### config.mk
export PLATFORM = sky130hd
export DESIGN_NAME = length_prefixed_response_deframer_core
export DESIGN_NICKNAME = d
export VERILOG_FILES = /design/src/design/lprd_pkg.sv /design/src/design/lprd_step.sv /design/src/design/length_prefixed_response_deframer_core.sv
export SDC_FILE = /design/constraint.sdc
export NUM_CORES = 1
export LEC_CHECK = 0
export ABC_AREA = 1
export BUFFER_PORTS_ARGS = -buffer_cell sky130_fd_sc_hd__buf_2
export CELL_PAD_IN_SITES_DETAIL_PLACEMENT = 1
export CELL_PAD_IN_SITES_GLOBAL_PLACEMENT = 1
export CORE_MARGIN = 8
export CORE_UTILIZATION = 45
export DETAILED_ROUTE_END_ITERATION = 10
export HOLD_SLACK_MARGIN = 0.03
export PLACE_DENSITY_LB_ADDON = 0.12
export SLEW_MARGIN = 25
export SYNTH_ARGS = -nofsm -noshare
export SYNTH_HDL_FRONTEND = slang
export SYNTH_HIERARCHICAL = 1
export SYNTH_SLANG_ARGS = --single-unit
### constraint.sdc
create_clock -name clk -period 6.99 [get_ports clk]
set_input_delay 1.0485 -clock clk [delete_from_list [all_inputs] [get_ports clk]]
set_output_delay 1.0485 -clock clk [all_outputs]
set_load 0.05 [all_outputs]
### src/design/lprd_pkg.sv
// Shared types and constants for the length-prefixed response deframer.
package lprd_pkg;

	localparam int CFG_W     = 24;
	localparam int BLOCK_W   = 16;
	localparam int MSGLEN_W  = 32;
	localparam logic [7:0] NEWLINE_CHAR = 8'h0A;
	localparam logic [CFG_W-1:0] MAX_LEN_RESET = 24'hFFFFFF;
	localparam logic [BLOCK_W-1:0] BLOCK_MAX = 16'hFFFF;

	typedef enum logic [2:0] {
		PH_FIRST_DIGIT = 3'd0,
		PH_LENGTH      = 3'd1,
		PH_DATA        = 3'd2,
		PH_DATA_NL     = 3'd3,
		PH_NEXT        = 3'd4,
		PH_DONE        = 3'd5,
		PH_ERROR       = 3'd6
	} phase_t;

	typedef enum logic [1:0] {
		ST_INCOMPLETE = 2'd0,
		ST_COMPLETE   = 2'd1,
		ST_MALFORMED  = 2'd2
	} status_t;

	typedef struct packed {
		logic [7:0] data_byte;
		logic       first_byte;
	} in_t;

	typedef struct packed {
		status_t              frame_status;
		logic [MSGLEN_W-1:0]  message_length;
		logic [BLOCK_W-1:0]   block_count;
	} out_t;

	function automatic logic is_digit(input logic [7:0] b);
		return (b >= 8'h30) && (b <= 8'h39);
	endfunction

endpackage

### src/design/lprd_step.sv
// Next-state and result logic for one byte of the response parse.
module lprd_step #(
	parameter int LENGTH_BITS  = 24,
	parameter int MESSAGE_BITS = 32
) (
	input  lprd_pkg::in_t                  item,
	input  logic [lprd_pkg::CFG_W-1:0]     max_len,
	input  lprd_pkg::phase_t               phase,
	input  logic [LENGTH_BITS-1:0]         acc,
	input  logic [LENGTH_BITS-1:0]         rem,
	input  logic [MESSAGE_BITS-1:0]        cnt,
	input  logic [lprd_pkg::BLOCK_W-1:0]   blk,
	output lprd_pkg::phase_t               phase_n,
	output logic [LENGTH_BITS-1:0]         acc_n,
	output logic [LENGTH_BITS-1:0]         rem_n,
	output logic [MESSAGE_BITS-1:0]        cnt_n,
	output logic [lprd_pkg::BLOCK_W-1:0]   blk_n,
	output lprd_pkg::out_t                 result
);

	localparam int NB = ((LENGTH_BITS > lprd_pkg::CFG_W) ? LENGTH_BITS : lprd_pkg::CFG_W) + 4;

	lprd_pkg::phase_t ph;
	logic [LENGTH_BITS-1:0] acc_e;
	logic [LENGTH_BITS-1:0] rem_e;
	logic [MESSAGE_BITS-1:0] cnt_e;
	logic [lprd_pkg::BLOCK_W-1:0] blk_e;
	logic [3:0] dig;
	logic digit;
	logic [NB-1:0] acc_w;
	logic [NB-1:0] next_w;
	logic [NB-1:0] max_w;
	logic first_ok;
	logic acc_ok;
	logic bad;
	lprd_pkg::status_t status;
	logic [MESSAGE_BITS+31:0] cnt_wide;

	// A first byte restarts the parse from the cleared state.
	assign ph    = item.first_byte ? lprd_pkg::PH_FIRST_DIGIT : phase;
	assign acc_e = item.first_byte ? '0 : acc;
	assign rem_e = item.first_byte ? '0 : rem;
	assign cnt_e = item.first_byte ? '0 : cnt;
	assign blk_e = item.first_byte ? '0 : blk;

	assign digit  = lprd_pkg::is_digit(item.data_byte);
	assign dig    = item.data_byte[3:0];
	assign acc_w  = {{(NB-LENGTH_BITS){1'b0}}, acc_e};
	assign next_w = (acc_w << 3) + (acc_w << 1) + {{(NB-4){1'b0}}, dig};
	assign max_w  = {{(NB-lprd_pkg::CFG_W){1'b0}}, max_len};

	assign first_ok = digit && ({{(lprd_pkg::CFG_W-4){1'b0}}, dig} <= max_len);
	assign acc_ok   = digit && (next_w <= max_w) && (next_w[NB-1:LENGTH_BITS] == '0);

	always_comb begin
		bad     = 1'b0;
		status  = lprd_pkg::ST_INCOMPLETE;
		phase_n = ph;
		acc_n   = acc_e;
		rem_n   = rem_e;
		cnt_n   = cnt_e;
		blk_n   = blk_e;
		if (ph == lprd_pkg::PH_ERROR || ph == lprd_pkg::PH_DONE) begin
			bad = 1'b1;
		end else if (&cnt_e) begin
			bad = 1'b1;
		end else begin
			cnt_n = cnt_e + {{(MESSAGE_BITS-1){1'b0}}, 1'b1};
			unique case (ph)
				lprd_pkg::PH_FIRST_DIGIT: begin
					acc_n = {{(LENGTH_BITS-4){1'b0}}, dig};
					if (first_ok)
						phase_n = lprd_pkg::PH_LENGTH;
					else
						bad = 1'b1;
				end
				lprd_pkg::PH_LENGTH: begin
					if (item.data_byte == lprd_pkg::NEWLINE_CHAR) begin
						rem_n   = acc_e;
						phase_n = (acc_e == '0) ? lprd_pkg::PH_DATA_NL : lprd_pkg::PH_DATA;
					end else if (acc_ok) begin
						acc_n = next_w[LENGTH_BITS-1:0];
					end else begin
						bad = 1'b1;
					end
				end
				lprd_pkg::PH_DATA: begin
					rem_n = rem_e - {{(LENGTH_BITS-1){1'b0}}, 1'b1};
					if (rem_e == {{(LENGTH_BITS-1){1'b0}}, 1'b1})
						phase_n = lprd_pkg::PH_DATA_NL;
				end
				lprd_pkg::PH_DATA_NL: begin
					if (item.data_byte == lprd_pkg::NEWLINE_CHAR) begin
						if (blk_e != lprd_pkg::BLOCK_MAX)
							blk_n = blk_e + {{(lprd_pkg::BLOCK_W-1){1'b0}}, 1'b1};
						phase_n = lprd_pkg::PH_NEXT;
					end else begin
						bad = 1'b1;
					end
				end
				lprd_pkg::PH_NEXT: begin
					if (item.data_byte == lprd_pkg::NEWLINE_CHAR) begin
						phase_n = lprd_pkg::PH_DONE;
						status  = lprd_pkg::ST_COMPLETE;
					end else begin
						acc_n = {{(LENGTH_BITS-4){1'b0}}, dig};
						if (first_ok)
							phase_n = lprd_pkg::PH_LENGTH;
						else
							bad = 1'b1;
					end
				end
				default: begin
					bad = 1'b1;
				end
			endcase
		end
		if (bad) begin
			phase_n = lprd_pkg::PH_ERROR;
			status  = lprd_pkg::ST_MALFORMED;
		end
	end

	assign cnt_wide = {32'b0, cnt_n};

	assign result.frame_status   = status;
	assign result.message_length = (status == lprd_pkg::ST_COMPLETE) ? cnt_wide[31:0] : '0;
	assign result.block_count    = blk_n;

endmodule

### src/design/length_prefixed_response_deframer_core.sv
// Top level of the length-prefixed response deframer: input stage, parse state and result register.
//
// Response bytes enter on the item channel (valid/ready), one transaction per byte, with
// first_byte marking the start of a new response. Every byte produces exactly one result
// transaction on the result channel: incomplete, complete (with total length including the
// final newline and the block count) or malformed. Malformed holds until the next first byte.
// The cfg channel writes the largest accepted block length; it is always ready and is meant
// to be written only while no bytes are in flight.
// An accepted byte is held in the input stage; its result is registered in the result register
// once that register is free, and result_valid rises with it.
// Throughput: one byte per cycle while the result register is free, set by the combinational step
// from input stage to result register, which also updates the parse state.
// Reset: clears both stages, sets the maximum block length to 16777215 and puts the parser
// at the first length digit, so the first byte after reset starts a response.
// When the receiver stalls, the result register holds, one further byte waits in the input
// stage, and item_ready then drops until the result is taken.
module length_prefixed_response_deframer_core #(
	parameter int LENGTH_BITS  = 24,
	parameter int MESSAGE_BITS = 32
) (
	input  logic                          clk,
	input  logic                          arst_n,
	input  logic                          item_valid,
	output logic                          item_ready,
	input  lprd_pkg::in_t                 item,
	output logic                          result_valid,
	input  logic                          result_ready,
	output lprd_pkg::out_t                result,
	input  logic                          cfg_valid,
	output logic                          cfg_ready,
	input  logic [lprd_pkg::CFG_W-1:0]    cfg_data
);

	lprd_pkg::in_t item_s1;
	logic valid_s1;
	logic advance;
	logic [lprd_pkg::CFG_W-1:0] max_len_q;
	lprd_pkg::phase_t phase_q;
	logic [LENGTH_BITS-1:0] acc_q;
	logic [LENGTH_BITS-1:0] rem_q;
	logic [MESSAGE_BITS-1:0] cnt_q;
	logic [lprd_pkg::BLOCK_W-1:0] blk_q;
	lprd_pkg::phase_t phase_n;
	logic [LENGTH_BITS-1:0] acc_n;
	logic [LENGTH_BITS-1:0] rem_n;
	logic [MESSAGE_BITS-1:0] cnt_n;
	logic [lprd_pkg::BLOCK_W-1:0] blk_n;
	lprd_pkg::out_t step_result;
	lprd_pkg::out_t result_q;
	logic result_valid_q;

	assign advance    = valid_s1 && (!result_valid_q || result_ready);
	assign item_ready = !valid_s1 || advance;
	assign cfg_ready  = 1'b1;

	lprd_step #(
		.LENGTH_BITS  (LENGTH_BITS),
		.MESSAGE_BITS (MESSAGE_BITS)
	) u_step (
		.item    (item_s1),
		.max_len (max_len_q),
		.phase   (phase_q),
		.acc     (acc_q),
		.rem     (rem_q),
		.cnt     (cnt_q),
		.blk     (blk_q),
		.phase_n (phase_n),
		.acc_n   (acc_n),
		.rem_n   (rem_n),
		.cnt_n   (cnt_n),
		.blk_n   (blk_n),
		.result  (step_result)
	);

	always_ff @(posedge clk or negedge arst_n) begin
		if (!arst_n) begin
			valid_s1 <= 1'b0;
		end else if (item_ready) begin
			valid_s1 <= item_valid;
		end
	end

	always_ff @(posedge clk) begin
		if (item_ready && item_valid)
			item_s1 <= item;
	end

	always_ff @(posedge clk or negedge arst_n) begin
		if (!arst_n) begin
			max_len_q <= lprd_pkg::MAX_LEN_RESET;
		end else if (cfg_valid && cfg_ready) begin
			max_len_q <= cfg_data;
		end
	end

	always_ff @(posedge clk or negedge arst_n) begin
		if (!arst_n) begin
			phase_q <= lprd_pkg::PH_FIRST_DIGIT;
			acc_q   <= '0;
			rem_q   <= '0;
			cnt_q   <= '0;
			blk_q   <= '0;
		end else if (advance) begin
			phase_q <= phase_n;
			acc_q   <= acc_n;
			rem_q   <= rem_n;
			cnt_q   <= cnt_n;
			blk_q   <= blk_n;
		end
	end

	always_ff @(posedge clk or negedge arst_n) begin
		if (!arst_n) begin
			result_valid_q <= 1'b0;
		end else if (advance) begin
			result_valid_q <= 1'b1;
		end else if (result_ready) begin
			result_valid_q <= 1'b0;
		end
	end

	always_ff @(posedge clk) begin
		if (advance)
			result_q <= step_result;
	end

	assign result_valid = result_valid_q;
	assign result       = result_q;

	// An empty result register never holds back the input side.
	a_ready_when_empty: assert property (@(posedge clk) disable iff (!arst_n)
		!result_valid_q |-> item_ready)
		else $error("input stalled with an empty result register");

	// A completed response has seen at least one block.
	a_complete_has_block: assert property (@(posedge clk) disable iff (!arst_n)
		result_valid_q && result_q.frame_status == lprd_pkg::ST_COMPLETE
		|-> result_q.block_count != '0)
		else $error("complete response reported without any block");

	// The length field is zero unless the response is complete.
	a_length_zero: assert property (@(posedge clk) disable iff (!arst_n)
		result_valid_q && result_q.frame_status != lprd_pkg::ST_COMPLETE
		|-> result_q.message_length == '0)
		else $error("message length set on an incomplete or malformed result");

	// After completion or an error, a byte without restart is malformed.
	a_sticky_error: assert property (@(posedge clk) disable iff (!arst_n)
		advance && !item_s1.first_byte
		&& (phase_q == lprd_pkg::PH_ERROR || phase_q == lprd_pkg::PH_DONE)
		|=> result_q.frame_status == lprd_pkg::ST_MALFORMED)
		else $error("byte after completion or error not flagged malformed");

endmodule

After elaboration in Yosys (flattened, before gate mapping)
Cells that the tools add are included.
- output and inout bits: 53
- register bits: 184
- add/subtract/negate cells: 5
- mux-type cells: 47
- reductions and logical operators: 16
- eq/ne operators: 10
- order comparisons: 4
- operators by type and width (kind ; count):
    $mux 24 ; 10
    $mux 16 ; 6
    $mux 32 ; 3
    $pmux 24 s3 ; 1
    $pmux 24 s2 ; 1
    $add 32x1->32 const B ; 1
    $reduce_and 32->1 ; 1
    $add 27x25->28 ; 1
    $add 28x4->28 ; 1
    $le 28x24->1 ; 1
    $mux 3 ; 9
    $eq 24x1->1 const B ; 1
    $le 4x24->1 ; 1
    $logic_not 24->1 ; 1
    $sub 24x1->24 const B ; 1
    $add 16x1->16 const B ; 1
    $ne 16x16->1 const B ; 1
    $pmux 3 s5 ; 1
    $mux 1 ; 11
    $eq 3x3->1 const B ; 3
    $eq 8x4->1 const B ; 1
    $ge 8x6->1 const B ; 1
    $le 8x6->1 const B ; 1
    $mux 2 ; 4
    other kinds (10) ; 19

Depth between registers and ports, before layout
- word-level depth: 13
- gate-level depth with buffers: 38
- depth with buffers taken out: 35

Hierarchy
The synthesis kept the hierarchy.
- modules (own cells, without submodules) (module ; area each (um2) ; cells an instance ; seq. area each (um2) ; instances):
    lprd_step ; 7583.5 ; 1487 ; 0.0 ; 1
    length_prefixed_response_deframer_core ; 6772.7 ; 602 ; 4929.7 ; 1

Least setup slack after synthesis
OpenSTA, ideal clock, no wires.
- path kind: register to register
- start point: reg item_s1[0] (netlist bit)
- end point: reg acc_q[16]
- stages on the path, launching flop included: 27
- path slack: 2147 ps
- library setup time: 65 ps
- clock period less this slack: 4843 ps
- arrival: 4778 ps
- path buffers: 5
- cell sequence: edfxtp_1 -> buf_6 -> buf_6 -> buf_2 -> buf_4 -> nor2_1 -> ha_1 -> ha_1 -> or2_2 -> nand3_1 -> nand2_1 -> a31o_2 -> a21oi_1 -> xor2_1 -> inv_1 -> ha_1 -> nand4_1 -> nor3_1 -> nand3_1 -> nand2_1 -> nand3_1 -> nor2_2 -> nand4_2 -> buf_4 -> o21ai_0 -> nand3_1 -> nand2_1
- word-level cells in the longest chain between the ends: 11
- ends and longest elaborated chain (item ; line ; source):
    start, declared ; length_prefixed_response_deframer_core.sv:34 ; lprd_pkg::in_t item_s1;
    start signal, assigned ; length_prefixed_response_deframer_core.sv:85 ; item_s1 <= item;
    $mux 24 ; lprd_step.sv:41 ; assign acc_e = item.first_byte ? '0 : acc;
    $add 27x25->28 ; lprd_step.sv:49 ; assign next_w = (acc_w << 3) + (acc_w << 1) + {{(NB-4){1'b0}}, dig};
    $add 28x4->28 ; lprd_step.sv:49 ;
    $le 28x24->1 ; lprd_step.sv:53 ; assign acc_ok = digit && (next_w <= max_w) && (next_w[NB-1:LENGTH_BITS] == '0);
    $logic_and 1x1->1 (2 in a row) ; lprd_step.sv:53 ;
    $mux 24 ; lprd_step.sv:81 ; end else if (acc_ok) begin
    $mux 24 ; lprd_step.sv:78 ; if (item.data_byte == lprd_pkg::NEWLINE_CHAR) begin
    $pmux 24 s3 ; lprd_step.sv:69 ; unique case (ph)
    $mux 24 ; lprd_step.sv:65 ; end else if (&cnt_e) begin
    $mux 24 (*) ; lprd_step.sv:63 ; if (ph == lprd_pkg::PH_ERROR || ph == lprd_pkg::PH_DONE) begin
    via acc_n[16] ; length_prefixed_response_deframer_core.sv:44 ; logic [LENGTH_BITS-1:0] acc_n;
    end signal, assigned ; length_prefixed_response_deframer_core.sv:105 ; acc_q <= acc_n;
    end, declared ; length_prefixed_response_deframer_core.sv:39 ; logic [LENGTH_BITS-1:0] acc_q;
The timed path passes the listed nets; every way through them passes the cells marked *.
A chain may end at the register's enable or synchronous reset.

Worst setup path after layout
- start point: reg item_s1[0] (netlist bit)
- end point: reg acc_q[8]
Same word-level chain as after synthesis.

==> metrics list <==
- For this block, the routed nets add up to between 40000 and 50000 um of wire.
* Growth of design area from synthesis to finish: 7.21%
- Summing the areas of all fa, ha and maj instances in the mapped netlist gives around 7% of the synthesized area.
- Post-Synthesis Mean Instance Area: ~6.9 um2
- The detailed router finished its first iteration with about 740 violations.
- Worst reg2reg startpoint: item_s1[0]
* Unrepaired setup endpoints after global routing: false
* Cell Rows: 65
* WP data arrival: between 6000 and 7000 ps
- Clock tree from TritonCTS: built
- The detail route stage leaves a number of antenna-violating nets equal to 0.
* Biggest area consumer among synthesized cells: dfrtp_1
- Post-synthesis instance area: roughly 14000 um2
* Final-report max-slew violation count: 0
* Clock-pin slew on the worst setup and hold paths: roughly 90 ps
- Final nets: ~2200
* Dominant synthesized flop cell: dfrtp_1
- Initial antenna violation count: 0
* Largest clock skew in the final design: about 21 ps
- Yosys mapped the design onto 55 distinct sky130hd cell types.
- After synthesis, the most frequently instantiated cells are nand2_1 (634), inv_1 (285), nor2_1 (173).
* Run status: finished clean
- After legalization and detailed placement, the total HPWL measured around 35000 um.
* Die height: 195 um
- Number of enable-type register cells in the synthesized netlist: between 50 and 60
* Most numerous cell in the Yosys netlist: nand2_1
- In this run the most critical hold path is launched from max_len_q[18].
- Routability-driven placement finished with a final weighted congestion of 0.906.
* Number of buffers created by CTS: 17
- Antenna Diode Count: 0
- The worst setup path is launched from a flip-flop.
- Placed cell area: 14800 um2
- Deepest level of the CTS H-tree: 4
* Maximum number of pins on one net before global-route repair: 89
* Clock Root Buffer: clkbuf_16
* Post-synthesis async set-or-reset flop share: 67.9%
* Worst hold path type: flip-flop to flip-flop
- For the pin with the worst max-slew slack, the measured transition is a little over 1000 ps.
- For this run, the number of Yosys warnings is 6.
* Min Clock Period, post-route: about 6000 ps
- Number of cells on the worst reg-to-reg path: 25
* Sequential cell area fraction in the yosys report: between 30% and 40%
* Clock sink count: approximately 180
* Setup repair bufs after CTS: 0
* Pre-Repair DR Iteration Count: 5
- Overall die area: between 30000 and 40000 um2
- Hold Path Stages: 2
- Fraction of layout instances using a drive strength above 1: 9.88%
- Initial core utilization: a little under half
- Slack of the worst reg-to-reg path: between 1000 and 1500 ps
- Synthesis inferred around 180 register bits.
* Core region area: 31500 um2
- Leading post-synthesis cells by cell area: dfrtp_1 (18%), nand2_1 (17%), edfxtp_1 (12%)
- Area of all placed cells without fillers: about 15000 um2
- Timing would allow up to around 170 MHz.
* Endpoint of the worst register-to-register path: acc_q[8]
- TNS Setup: 0 ps
- Synth top area share: 17.6%
- Number of instances in the synthesized netlist: roughly 2100
- Overall die width: about 190 um
* Global Route Usage Sum: about a quarter
- Port Buffers: a little under 90
- Maximum fanout along the worst path: 19
* Final Hold Vio Count: 0
- Of the total synthesized cell area, the portion taken by XOR and XNOR cells is 4.03%.
- Residual DRC count: 0
* Required time of the worst setup path: 7380 ps
* PD cells: between 200 and 250 nW/um2
* Area fraction in and, or, nand and nor cells after synthesis: about a third
- Number of global-route vias before repair: between 10000 and 15000
* Hold_buf cts: 0
- The synthesized netlist devotes approximately a tenth of its cell area to compound gates.
* Largest buffer count on any clock path: 2
- Summed over all cells, the static leakage comes to 7.94 nW.
* Worst hold path endpoint: max_len_q[18]
- Once the clock tree was built, the resizer swapped 0 gates to a different size.
- The total overflow left after global routing is 0.
- Top-level port count: between 90 and 100
* Slew headroom: roughly 32%
* Clk_lat worst skew: between 400 and 500 ps
- Final worst path period share: a little over four fifths
- The tool flagged a number of max-cap violations equal to 0.
* Average wire length per cell after detail routing: approximately 19 um
- First-pass GRT wire length: 77900 um
- Proportion of synthesized area in mux cells: less than 1%
- The setup path with the least slack is of type flip-flop to flip-flop.
* Final number of setup-violating endpoints: 0
* Routed via count divided by cell count: 5.46
* Net count of the mapped netlist: around 2200
* Main combinational cell family by area after synthesis: simple AND/OR/NAND/NOR gates
- STA classifies the critical path endpoint as a flip-flop.
- The detailed router placed 13800 vias in this run.
* Largest vdd supply drop: 0.193 mV
==> registers in the layout, indices dropped and copies added (netlist names) <==
signal        cells
item_s1           9
rem_q            24
acc_q            24
cnt_q            32
result_valid      1
phase_q           3
valid_s1          1
result           50
max_len_q        24
blk_q            16
==> metrics by stage <==
step	std cells	util [%]	total power [mW]	hold slack, ps	worst slack [ps]
3_3_place_gp	2496	47.0	2.67	453	1450
4_1_cts	2528	48.9	3.77	474	1120
3_5_place_dp	2496	47.0	2.72	459	1190
2_1_floorplan	2089	-	2.37	442	2150
5_1_grt	2528	48.9	3.98	491	595
6_report	2528	48.9	3.75	469	1100
==> kinds of logic after synthesis <==
group,count (synthesis)
AO/OA/AOI/OAI,273
multiplexers,1
other,1
adder cells (fa/ha/maj),79
AND/OR/NAND/NOR,1096
buffers and inverters,389
flip-flops,184
XOR/XNOR,66
==> power by group <==
part,switching [mW],internal [mW],leakage [nW]
Sequential,0.0870,1.26,2.22
Combinational,0.981,0.376,5.43
Clock,0.498,0.541,0.291
Total,1.57,2.18,7.94
==> worst max-delay path: stages (launching register included) <==
cell	delay, ps
edfxtp_1	430
inv_2	260
nand2_1	150
inv_1	190
ha_1	270
ha_1	260
fa_1	420
nand2_1	110
nand2_1	90
nand3b_1	100
nand2_1	160
a31o_2	260
a21oi_1	170
xor2_1	320
inv_1	90
ha_1	290
nand4_1	140
nor3_1	370
nand3_1	130
nand2_1	140
nand3_1	100
nor2_2	260
nand4_2	510
o21ai_0	360
nand3_1	110
nand2_1	130
==> cells in the final DEF, fill, tap and decap left out, types with 17 or more instances in the layout <==
master     instances
a21oi_1           88
buf_2             88
clkbuf_16         17
dfrtp_1          100
dfstp_2           24
edfxtp_1          59
ha_1              78
inv_1            284
nand2_1          632
nand3_1          159
nand4_1           37
nor2_1           172
nor2_2            18
nor3_1            40
o21ai_0          146
xnor2_1           17
xor2_1            49
==> worst max path at each step <==
stage           endpoint        from  slack [ps]  cells past startpoint
2_1_floorplan  acc_q[16]  item_s1[0]        2150                     26
4_1_cts         acc_q[8]  item_s1[0]        1120                     25
5_1_grt        acc_q[19]  item_s1[0]         590                     25
3_3_place_gp   acc_q[19]  item_s1[0]        1450                     25
3_5_place_dp    acc_q[8]  item_s1[0]        1190                     25
6_report        acc_q[8]  item_s1[0]        1100                     25
==> routing by layer <==
layer  track usage [%]  wire, um
met5                 0         0
met4              9.39      1370
met3              3.92      1510
met2              45.4     24300
met1              30.2     20800
==> cell type report <==
type / count / area (um2)
fillers: 4173 / 16100
multi-input cells: 1516 / 7730
flip-flops and latches: 184 / 4930
inverters: 297 / 1120
repair buffers: 97 / 515
well taps: 402 / 503
clock buffers: 19 / 433
clock inverters: 13 / 163
Power figures use the tool's default switching activity.
